File: src/rtl/ctb_pkg.sv
// ----------------------------------------------------------------------------
// ctb_pkg
// shared types and constants for the countdown timer bank
// ----------------------------------------------------------------------------
package ctb_pkg;

  localparam int NUM_SLOTS   = 8;
  localparam int NUM_TIMERS  = 16;
  localparam int COUNT_WIDTH = 16;

  localparam int SLOT_AW  = (NUM_SLOTS > 1) ? $clog2(NUM_SLOTS) : 1;
  localparam int TIMER_AW = (NUM_TIMERS > 1) ? $clog2(NUM_TIMERS) : 1;

  // payload field widths
  localparam int MODE_W  = 2;
  localparam int ID_W    = 4;
  localparam int TICKS_W = 16;

  typedef enum logic [MODE_W-1:0] {
    OP_TICK  = 2'd0,
    OP_START = 2'd1,
    OP_STOP  = 2'd2,
    OP_QUERY = 2'd3
  } op_t;

  typedef enum logic [2:0] {
    S_IDLE,
    S_TICK_SCAN,
    S_TICK_UPD,
    S_READ_WAIT,
    S_FREE_SCAN,
    S_STOP_SCAN,
    S_DONE
  } state_t;

endpackage

File: src/rtl/countdown_timer_bank_top.sv
// ----------------------------------------------------------------------------
// countdown_timer_bank_top
// bank of countdown timers sharing a small table of running slots
// ----------------------------------------------------------------------------
// Each input transfer carries one operation (tick, start, stop, query) and
// produces exactly one result transfer with success and elapsed flags. The
// block handles one operation at a time: in_tready is high only while the
// sequencer is idle, and a finished result sits in the output register so the
// next operation can be taken while the result waits. The sequencer walks the
// slot table one slot per cycle, pausing on each running slot during a tick
// to read and write back its count, and the count memory has registered read
// data. A tick visits every slot; a start reads the count, loads it and, if
// the timer was idle, searches for a free slot; a stop searches for the slot
// of its timer; a query reads the count; an operation naming a timer outside
// the bank goes straight to its result. A result still waiting in the output
// register holds back the handover of the next result. in_tready returns in
// the cycle after the result is handed over. All counts and the slot table
// are clear after reset with no clearing pass.
// ----------------------------------------------------------------------------
module countdown_timer_bank_top (
  input  logic       clk,
  input  logic       rst_n,
  // input stream
  input  logic       in_tvalid,
  output logic       in_tready,
  input  logic [23:0] in_tdata,   // [3:0] timer_id, [19:4] ticks, [23:20] zero
  input  logic [1:0]  in_tuser,   // [1:0] mode
  // result stream
  output logic       out_tvalid,
  input  logic       out_tready,
  output logic [7:0] out_tdata    // [0] success, [1] elapsed, [7:2] zero
);

  localparam int CW  = ctb_pkg::COUNT_WIDTH;
  localparam int SAW = ctb_pkg::SLOT_AW;
  localparam int TAW = ctb_pkg::TIMER_AW;

  // input field split
  logic [ctb_pkg::ID_W-1:0]    in_id;
  logic [ctb_pkg::TICKS_W-1:0] in_ticks;
  ctb_pkg::op_t                in_op;
  logic                        in_xfer;
  logic                        in_id_ok;

  assign in_id    = in_tdata[3:0];
  assign in_ticks = in_tdata[19:4];
  assign in_op    = ctb_pkg::op_t'(in_tuser);
  assign in_xfer  = in_tvalid && in_tready;
  assign in_id_ok = (int'(in_id) < ctb_pkg::NUM_TIMERS);

  // sequencer state
  ctb_pkg::state_t state_r, state_nxt;
  logic [SAW-1:0]  slot_r, slot_nxt;
  ctb_pkg::op_t    op_r;
  logic [TAW-1:0]  id_r;
  logic [CW-1:0]   load_r;
  logic            res_success_r, res_success_nxt;
  logic            res_elapsed_r, res_elapsed_nxt;
  logic            slot_last;

  // slot table: valid bits in flops, owners in a small register array
  logic [ctb_pkg::NUM_SLOTS-1:0] slot_vld_r, slot_vld_nxt;
  logic [TAW-1:0]                slot_owner_r [ctb_pkg::NUM_SLOTS];
  logic                          owner_we;
  logic [TAW-1:0]                cur_owner;

  // count memory, one write and one read port, registered read data
  logic [CW-1:0]                  cnt_mem [ctb_pkg::NUM_TIMERS];
  logic [ctb_pkg::NUM_TIMERS-1:0] cnt_vld_r;
  logic [CW-1:0]                  cnt_rd_r;
  logic                           mem_we, mem_re;
  logic [TAW-1:0]                 mem_wa, mem_ra;
  logic [CW-1:0]                  mem_wd;
  logic [CW-1:0]                  cnt_dec;

  // output register
  logic out_tvalid_r, out_tvalid_nxt;
  logic out_success_r, out_success_nxt;
  logic out_elapsed_r, out_elapsed_nxt;

  assign in_tready  = (state_r == ctb_pkg::S_IDLE);
  assign out_tvalid = out_tvalid_r;
  assign out_tdata  = {6'd0, out_elapsed_r, out_success_r};

  assign slot_last = (slot_r == SAW'(ctb_pkg::NUM_SLOTS - 1));
  assign cur_owner = slot_owner_r[slot_r];
  // shared decrement, wraps from zero to all ones
  assign cnt_dec   = cnt_rd_r - CW'(1);

  // next state and datapath control
  always_comb begin
    state_nxt       = state_r;
    slot_nxt        = slot_r;
    res_success_nxt = res_success_r;
    res_elapsed_nxt = res_elapsed_r;
    slot_vld_nxt    = slot_vld_r;
    owner_we        = 1'b0;
    mem_we          = 1'b0;
    mem_wa          = id_r;
    mem_wd          = load_r;
    mem_re          = 1'b0;
    mem_ra          = id_r;
    out_tvalid_nxt  = out_tvalid_r;
    out_success_nxt = out_success_r;
    out_elapsed_nxt = out_elapsed_r;

    // result leaves the output register
    if (out_tvalid_r && out_tready) begin
      out_tvalid_nxt = 1'b0;
    end

    case (state_r)
      ctb_pkg::S_IDLE: begin
        if (in_xfer) begin
          slot_nxt        = '0;
          res_success_nxt = 1'b1;
          res_elapsed_nxt = 1'b0;
          mem_ra          = in_id[TAW-1:0];
          case (in_op)
            ctb_pkg::OP_TICK: begin
              state_nxt = ctb_pkg::S_TICK_SCAN;
            end
            ctb_pkg::OP_START: begin
              if (in_id_ok) begin
                mem_re    = 1'b1;
                state_nxt = ctb_pkg::S_READ_WAIT;
              end else begin
                res_success_nxt = 1'b0;
                state_nxt       = ctb_pkg::S_DONE;
              end
            end
            ctb_pkg::OP_STOP: begin
              if (in_id_ok) begin
                state_nxt = ctb_pkg::S_STOP_SCAN;
              end else begin
                res_success_nxt = 1'b0;
                state_nxt       = ctb_pkg::S_DONE;
              end
            end
            default: begin
              // query; a timer outside the bank reads as elapsed
              if (in_id_ok) begin
                mem_re    = 1'b1;
                state_nxt = ctb_pkg::S_READ_WAIT;
              end else begin
                res_elapsed_nxt = 1'b1;
                state_nxt       = ctb_pkg::S_DONE;
              end
            end
          endcase
        end
      end

      ctb_pkg::S_TICK_SCAN: begin
        if (slot_vld_r[slot_r]) begin
          mem_re    = 1'b1;
          mem_ra    = cur_owner;
          state_nxt = ctb_pkg::S_TICK_UPD;
        end else if (slot_last) begin
          state_nxt = ctb_pkg::S_DONE;
        end else begin
          slot_nxt = slot_r + SAW'(1);
        end
      end

      ctb_pkg::S_TICK_UPD: begin
        mem_we = 1'b1;
        mem_wa = cur_owner;
        mem_wd = cnt_dec;
        if (cnt_dec == '0) begin
          slot_vld_nxt[slot_r] = 1'b0;
        end
        if (slot_last) begin
          state_nxt = ctb_pkg::S_DONE;
        end else begin
          slot_nxt  = slot_r + SAW'(1);
          state_nxt = ctb_pkg::S_TICK_SCAN;
        end
      end

      ctb_pkg::S_READ_WAIT: begin
        if (op_r == ctb_pkg::OP_QUERY) begin
          res_elapsed_nxt = (cnt_rd_r == '0);
          state_nxt       = ctb_pkg::S_DONE;
        end else begin
          // start always loads; a running timer needs no slot
          mem_we = 1'b1;
          if (cnt_rd_r != '0) begin
            state_nxt = ctb_pkg::S_DONE;
          end else begin
            state_nxt = ctb_pkg::S_FREE_SCAN;
          end
        end
      end

      ctb_pkg::S_FREE_SCAN: begin
        if (!slot_vld_r[slot_r]) begin
          slot_vld_nxt[slot_r] = 1'b1;
          owner_we             = 1'b1;
          state_nxt            = ctb_pkg::S_DONE;
        end else if (slot_last) begin
          res_success_nxt = 1'b0;
          state_nxt       = ctb_pkg::S_DONE;
        end else begin
          slot_nxt = slot_r + SAW'(1);
        end
      end

      ctb_pkg::S_STOP_SCAN: begin
        if (slot_vld_r[slot_r] && (cur_owner == id_r)) begin
          slot_vld_nxt[slot_r] = 1'b0;
          mem_we               = 1'b1;
          mem_wd               = '0;
          state_nxt            = ctb_pkg::S_DONE;
        end else if (slot_last) begin
          res_success_nxt = 1'b0;
          state_nxt       = ctb_pkg::S_DONE;
        end else begin
          slot_nxt = slot_r + SAW'(1);
        end
      end

      ctb_pkg::S_DONE: begin
        // wait for room in the output register
        if (!out_tvalid_r || out_tready) begin
          out_tvalid_nxt  = 1'b1;
          out_success_nxt = res_success_r;
          out_elapsed_nxt = res_elapsed_r;
          state_nxt       = ctb_pkg::S_IDLE;
        end
      end

      default: begin
        state_nxt = ctb_pkg::S_IDLE;
      end
    endcase
  end

  // control registers
  always_ff @(posedge clk) begin
    if (!rst_n) begin
      state_r      <= ctb_pkg::S_IDLE;
      slot_vld_r   <= '0;
      cnt_vld_r    <= '0;
      out_tvalid_r <= 1'b0;
    end else begin
      state_r      <= state_nxt;
      slot_vld_r   <= slot_vld_nxt;
      out_tvalid_r <= out_tvalid_nxt;
      if (mem_we) begin
        cnt_vld_r[mem_wa] <= 1'b1;
      end
    end
  end

  // payload registers
  always_ff @(posedge clk) begin
    slot_r        <= slot_nxt;
    res_success_r <= res_success_nxt;
    res_elapsed_r <= res_elapsed_nxt;
    out_success_r <= out_success_nxt;
    out_elapsed_r <= out_elapsed_nxt;
    if (in_xfer) begin
      op_r   <= in_op;
      id_r   <= in_id[TAW-1:0];
      load_r <= CW'(in_ticks);
    end
    if (owner_we) begin
      slot_owner_r[slot_r] <= id_r;
    end
  end

  // count memory; entries never written read as zero
  always_ff @(posedge clk) begin
    if (mem_we) begin
      cnt_mem[mem_wa] <= mem_wd;
    end
    if (mem_re) begin
      cnt_rd_r <= cnt_vld_r[mem_ra] ? cnt_mem[mem_ra] : '0;
    end
  end

`ifndef NO_ASSERTIONS
  // an accepted operation always starts the sequencer
  a_busy_after_xfer: assert property (@(posedge clk) disable iff (!rst_n)
    in_xfer |=> (state_r != ctb_pkg::S_IDLE))
    else $error("sequencer idle after input transfer");

  // elapsed is only reported for query
  a_elapsed_query: assert property (@(posedge clk) disable iff (!rst_n)
    (state_r == ctb_pkg::S_DONE && res_elapsed_r) |-> (op_r == ctb_pkg::OP_QUERY))
    else $error("elapsed set on non-query operation");

  // tick never fails
  a_tick_ok: assert property (@(posedge clk) disable iff (!rst_n)
    (state_r == ctb_pkg::S_DONE && op_r == ctb_pkg::OP_TICK) |-> res_success_r)
    else $error("tick reported failure");

  // a free slot found by start is taken
  a_slot_taken: assert property (@(posedge clk) disable iff (!rst_n)
    (state_r == ctb_pkg::S_FREE_SCAN && !slot_vld_r[slot_r]) |=>
      slot_vld_r[$past(slot_r)])
    else $error("free slot not claimed");
`endif

endmodule

File: config.mk
export PLATFORM = sky130hd
export DESIGN_NAME = countdown_timer_bank_top
export DESIGN_NICKNAME = d
export VERILOG_FILES = /design/src/rtl/ctb_pkg.sv /design/src/rtl/countdown_timer_bank_top.sv
export SDC_FILE = /design/constraint.sdc
export NUM_CORES = 1
export LEC_CHECK = 0
export BUFFER_PORTS_ARGS = -buffer_cell sky130_fd_sc_hd__buf_2
export CORE_AREA = 2 2 174 176
export DETAILED_ROUTE_END_ITERATION = 10
export DIE_AREA = 0 0 176 178
export PLACE_DENSITY = 0.8
export SLEW_MARGIN = 20
export SYNTH_ARGS = -nofsm -noshare
export SYNTH_HDL_FRONTEND = slang
export SYNTH_SLANG_ARGS = --single-unit
File: constraint.sdc
create_clock -name clk -period 9.8 [get_ports clk]
set_input_delay 0 -clock clk [delete_from_list [all_inputs] [get_ports clk]]
set_output_delay 0 -clock clk [all_outputs]
set_load 0.005 [all_outputs]
* Word-level counts from Yosys, hierarchy flattened
Memories as Yosys holds them, arrays and structs flattened. A register that Yosys moved wholly into a read port is not among the register bits.
Index checks and enable logic that the tools add are counted.
** Word-level totals
- Register bits after elaboration :: 57
- Memory bits (writable) :: 288
- Memories kept :: 2
** Memories
- cnt_mem :: words 16, bits a word 16, rd ports 1, clocked after Yosys merged registers in 1, wr ports 1, line countdown_timer_bank_top.sv:68 : logic [CW-1:0] cnt_mem [ctb_pkg::NUM_TIMERS];
- slot_owner_r :: words 8, bits a word 4, rd ports 1, clocked after Yosys merged registers in 1, wr ports 1, line countdown_timer_bank_top.sv:63 : logic [TAW-1:0] slot_owner_r [ctb_pkg::NUM_SLOTS];
** Operators by class
- Add/sub/neg operators :: 2
- $lt $le $gt $ge :: 5
- Eq/ne operators :: 19
- Mux-type cells :: 60
- Bitwise operators :: 4
- Reductions and logical operators :: 24
** Operators by type and width (number)
- $mux W3 :: 13
- $logic_not A16 Y1 :: 2
- $pmux W16 S2 :: 1
- $mux W1 :: 24
- $mux W8 :: 3
- $pmux W8 S3 :: 1
- $pmux W3 S7 :: 1
- $mux W16 :: 1
- $ne A2 B2 Y1 const B :: 8
- $or A16 B16 Y16 :: 1
- $reduce_bool A16 Y1 :: 1
- $sub A16 B1 Y16 const B :: 1
- $pmux W3 S5 :: 1
- $eq A3 B3 Y1 const B :: 4
- $mux W4 :: 3
- $lt A4 B5 Y1 const B :: 2
- $and A8 B8 Y8 :: 1
- $not A8 Y8 :: 1
- $or A8 B8 Y8 :: 1
- $pmux W4 S2 :: 1
- $reduce_and A4 Y1 :: 2
- $eq A3 B2 Y1 const B :: 2
- $pmux W1 S3 :: 2
- $pmux W3 S2 :: 1
- 26 further kinds :: 36

* Longest topological paths before layout
- Word-level depth :: 8
- Gate-level depth with buffers :: 12

* Worst setup path before layout
Ideal clock, no wire load.
- Kind :: reg-to-reg
- Start point :: register (tool-made name)
- End point :: memory cnt_mem[12][0] (netlist name), enable pin
- Arrival time :: 3.429 ns
- Data required time :: 9.391 ns
- Path slack :: 5.962 ns
- Cell stages (with the launch flop) :: 11
- Path through :: dfxtp_1 -> buf_2 -> mux4_2 -> mux2i_2 -> xnor2_1 -> nor3_2 -> and4_1 -> buf_2 -> o21bai_2 -> buf_2 -> nor3_1
** RTL lines (line)
- end: declaration :: countdown_timer_bank_top.sv:68

* Worst setup path after layout
- Start point :: register slot_r[1]
- End point :: register cnt_rd_r[13] (read register of cnt_mem), data pin
** Between the ends
- Word-level cells in the longest chain between the ends :: 7
** RTL lines
- start: declaration :: line countdown_timer_bank_top.sv:53 : logic [SAW-1:0] slot_r, slot_nxt;
- start signal: assignment :: line countdown_timer_bank_top.sv:258 : slot_r <= slot_nxt;
- $bmux W1 S3 * :: line countdown_timer_bank_top.sv:155 : if (slot_vld_r[slot_r]) begin
- $mux W1 (implied by the code) * :: line countdown_timer_bank_top.sv:155
- $mux W4 :: line countdown_timer_bank_top.sv:155
- $pmux W4 S2 :: line countdown_timer_bank_top.sv:112 : case (state_r)
- $bmux W1 S4 :: line countdown_timer_bank_top.sv:279 : cnt_rd_r <= cnt_vld_r[mem_ra] ? cnt_mem[mem_ra] : '0;
- $mux W1 (implied by the code) :: line countdown_timer_bank_top.sv:279
- $logic_not A1 Y1 (no source line)
- end: declaration :: line countdown_timer_bank_top.sv:70 : logic [CW-1:0] cnt_rd_r;
Every way passes the cells marked *; elsewhere a longest branch is shown, timed or not. The select of a mux whose other input is x is not followed.
A chain may end at the register's enable or synchronous reset.

==> metrics.md <==
| Metric | Value |
|---|---|
| Status | `completed` |
| Final setup fails | `0` |
| Pin count of the biggest net entering global routing | `a little under 100` |
| Top cell type's share of synthesized area | `between 60% and 70%` |
| First-pass DRT Iterations | `7` |
| Hold_ws | `~0.17 ns` |
| Max-cap violations | `0` |
| Synth top cells by count | `edfxtp_1 (329), o21ai_0 (106), nand2_1 (76), nand3_1 (71), a32oi_1 (70)` |
| CP Launch Type | `flip-flop` |
| Critical path class | `flip-flop to flip-flop` |
| FP Rows | `63` |
| Share of cells above drive strength 1 | `between 15 and 20%` |
| Core Box Area | `about 29,000 sq um` |
| LEAKAGE | `0.00585 uW` |
| Hold Vio Cnt, Final | `0` |
| CP Max Fanout | `98` |
| Worst Path Required | `about 10 ns` |
| EDFF count, synth | `around 330` |
| Cell variety after synth | `72` |
| Die Wd | `about 180 um` |
| Final-stage net count | `approximately 1.2k` |
| Final Wtd Congestion | `between 0.8 and 0.9` |
| Area grow syn2layout | `12.6%` |
| Power per cell area | `314 nW/um^2` |
| DRC violations left | `0` |
| HPWL Detailed | `22.2 mm` |
| Slew @ Worst Pin | `about 1.1 ns` |
| Iter 0 DRT Violations | `around 1.8k` |
| Via count | `between 10k and 15k` |
| Global route total overflow | `0` |
| Die Ht | `about 180 um` |
| Post-Syn Instances | `about 1.2k` |
| Mean Syn Cell Area | `13.5 sq um` |
| Clk_lat worst skew | `approximately 0.54 ns` |
| ANT cells | `0` |
| Post-route ant nets | `0` |
| Total setup buffers inserted after CTS | `0` |
| Most common cell in the netlist | `edfxtp_1` |
| CP Capture Type | `flip-flop` |
| I/O pin total | `40` |
| YS warnings | `0` |
| Min cycle time layout | `approximately 5.0 ns` |
| Period Utilization, post-route | `roughly half` |
| First-pass GRT wire length | `61.7 mm` |
| All-Layer GR Usage | `between 20% and 30%` |
| CTS tree | `done` |
| Max Freq | `roughly 200 MHz` |
| Setup TNS | `0 ns` |
| Min-delay worst type | `input port to flip-flop` |
| CTS root buf | `clkbuf_16` |
| Register area share after synthesis | `66.3%` |
| Clk pin slew, worst setup/hold paths | `around 0.070 ns` |
| Ys flop type | `edfxtp_1` |
| Synth Register Bits | `approximately 360` |
| Wire per inst | `between 20 and 25 um` |
| Number of clock buffers inserted by TritonCTS | `37` |
| Post-synth ARST share | `0%` |
| Initial Utilization | `a little over half` |
| Worst EP arrival | `approximately 5.3 ns` |
| Area leader, netlist | `edfxtp_1` |
| H-tree levels | `2` |
| Mapped cell area | `16,000 sq um` |
| Skew final | `0.0160 ns` |
| Clk buf depth | `3` |
| Detailed-route wire length | `~40 mm` |
| Vias in the first global route | `10.7k` |
| DR vias/cell | `6.82` |
| RSZ-0062 raised after global routing | `false` |
| Clock Sinks | `364` |
| Worst vdd ir | `~190 uV` |
| Die area | `roughly 31,000 sq um` |
| Final Max Tran Viols | `0` |
| Fill cells | `roughly 2.1k` |
| Slew Limit Headroom | `between 20 and 30%` |
| Initial antenna violation count | `0` |
| Top post-synthesis cells by area | `edfxtp_1 (62%), dfxtp_1 (4.4%), a32oi_1 (3.8%)` |
| Port bufs | `29` |
## repair_timing
item | in CTS | in global routing
resized for setup | 0 | 0
endpoints found under the hold margin | 34 | 0
hold buffers | 25 | 0
## worst paths after layout
path / startpoint / to / slack, ns / depth (start not counted)
setup / recovery: slot_r[1] / cnt_rd_r[13] / 4.82 / 9
hold / removal: in_tdata[13] / load_r[9] / 0.17 / 2
setup reg to reg: slot_r[1] / cnt_rd_r[13] / 4.82 / 9
hold reg to reg: res_elapsed_r / out_elapsed_r / 0.44 / 0
## final cells by class
class	instances	area, sq um	area share (%)
clock buffer	46	1020	5.68
clock inverter	22	183	1.02
inverter	8	30.0	0.167
multi-input combinational	707	5020	27.9
sequential	364	10600	58.9
tap	390	488	2.71
timing repair buffer	88	654	3.64
## per-layer routing
| metal | track usage (%) | routed length [um] | vias to the layer above |
|---|---|---|---|
| met2 | 41.3 | 19000 | 681 |
| met5 | 0 | 0 | - |
| met4 | 11.6 | 1770 | 0 |
| met3 | 5.26 | 4250 | 141 |
| met1 | 34.2 | 15200 | 5466 |
| li1 | - | - | 4795 |
## layout by cell type (no fill, tap or decap), drive strengths merged, types with 10 or more instances in the layout
cell type,Yosys,final
and3,49,49
a32oi,70,70
o31ai,12,12
dlygate4sd3,0,25
o32a,16,16
inv,8,10
nor3,32,32
a21oi,14,14
mux2i,14,14
o21ai,112,112
a211oi,50,50
nand2,77,77
dfxtp,35,35
clkbuf,59,47
buf,52,62
clkinv,0,18
xnor2,14,14
edfxtp,329,329
a211o,16,16
nand3,71,71
mux4,10,10
nor2,32,32
o22ai,16,16
a32o,16,16
## flip-flops by register name (all words and copies together) (netlist names), named ones only
name / flops
cnt_mem: 256
cnt_rd_r: 16
cnt_vld_r: 16
id_r: 4
load_r: 16
op_r: 2
out_elapsed_r: 1
out_success_r: 1
out_tvalid: 1
res_elapsed_r: 1
res_success_r: 1
slot_owner_r: 32
slot_r: 3
state_r: 3
## metrics by stage
| stage | cell area (sq um) | setup slack (ns) | power (uW) | utilization, % | std cells |
|---|---|---|---|---|---|
| final | 18000 | 4.82 | 5640 | 61.1 | 1625 |
| after global routing | 18000 | 4.63 | 5870 | 61.1 | 1625 |
| after CTS | 17900 | 4.91 | 5580 | 60.8 | 1623 |
| after detailed placement | 16400 | 4.97 | 4180 | 55.9 | 1530 |
| after global placement | 16400 | 4.98 | 4120 | 55.9 | 1530 |
| after floorplan | 16000 | 5.96 | 3620 | - | 1190 |
## worst max-delay path, cell delays in order, from the launching register on
cell and delay, ns:
edfxtp_1 0.76, mux4_2 0.63, mux2i_4 0.54, o31a_4 0.51, buf_4 0.83, nand2_2 0.08, buf_4 0.35, a211o_1 0.37
a32oi_1 0.39, a211oi_2 0.13
## logic make-up after synthesis
kind of cell,count (synthesis),share of synthesized area [%]
other cells,1,0.0235
buf+inv,119,3.61
flops,364,66.3
xor+xnor,19,1.04
mux,28,2.82
simple gates,294,9.21
compound gates,357,16.8
fa+ha+maj,3,0.235
## power by group
| group | switching [uW] | internal (uW) | total, uW |
|---|---|---|---|
| sequential | 145 | 2030 | 2180 |
| combinational | 1400 | 669 | 2070 |
| clock | 594 | 799 | 1390 |
| total | 2140 | 3500 | 5640 |
Power figures use the tool's default switching activity.
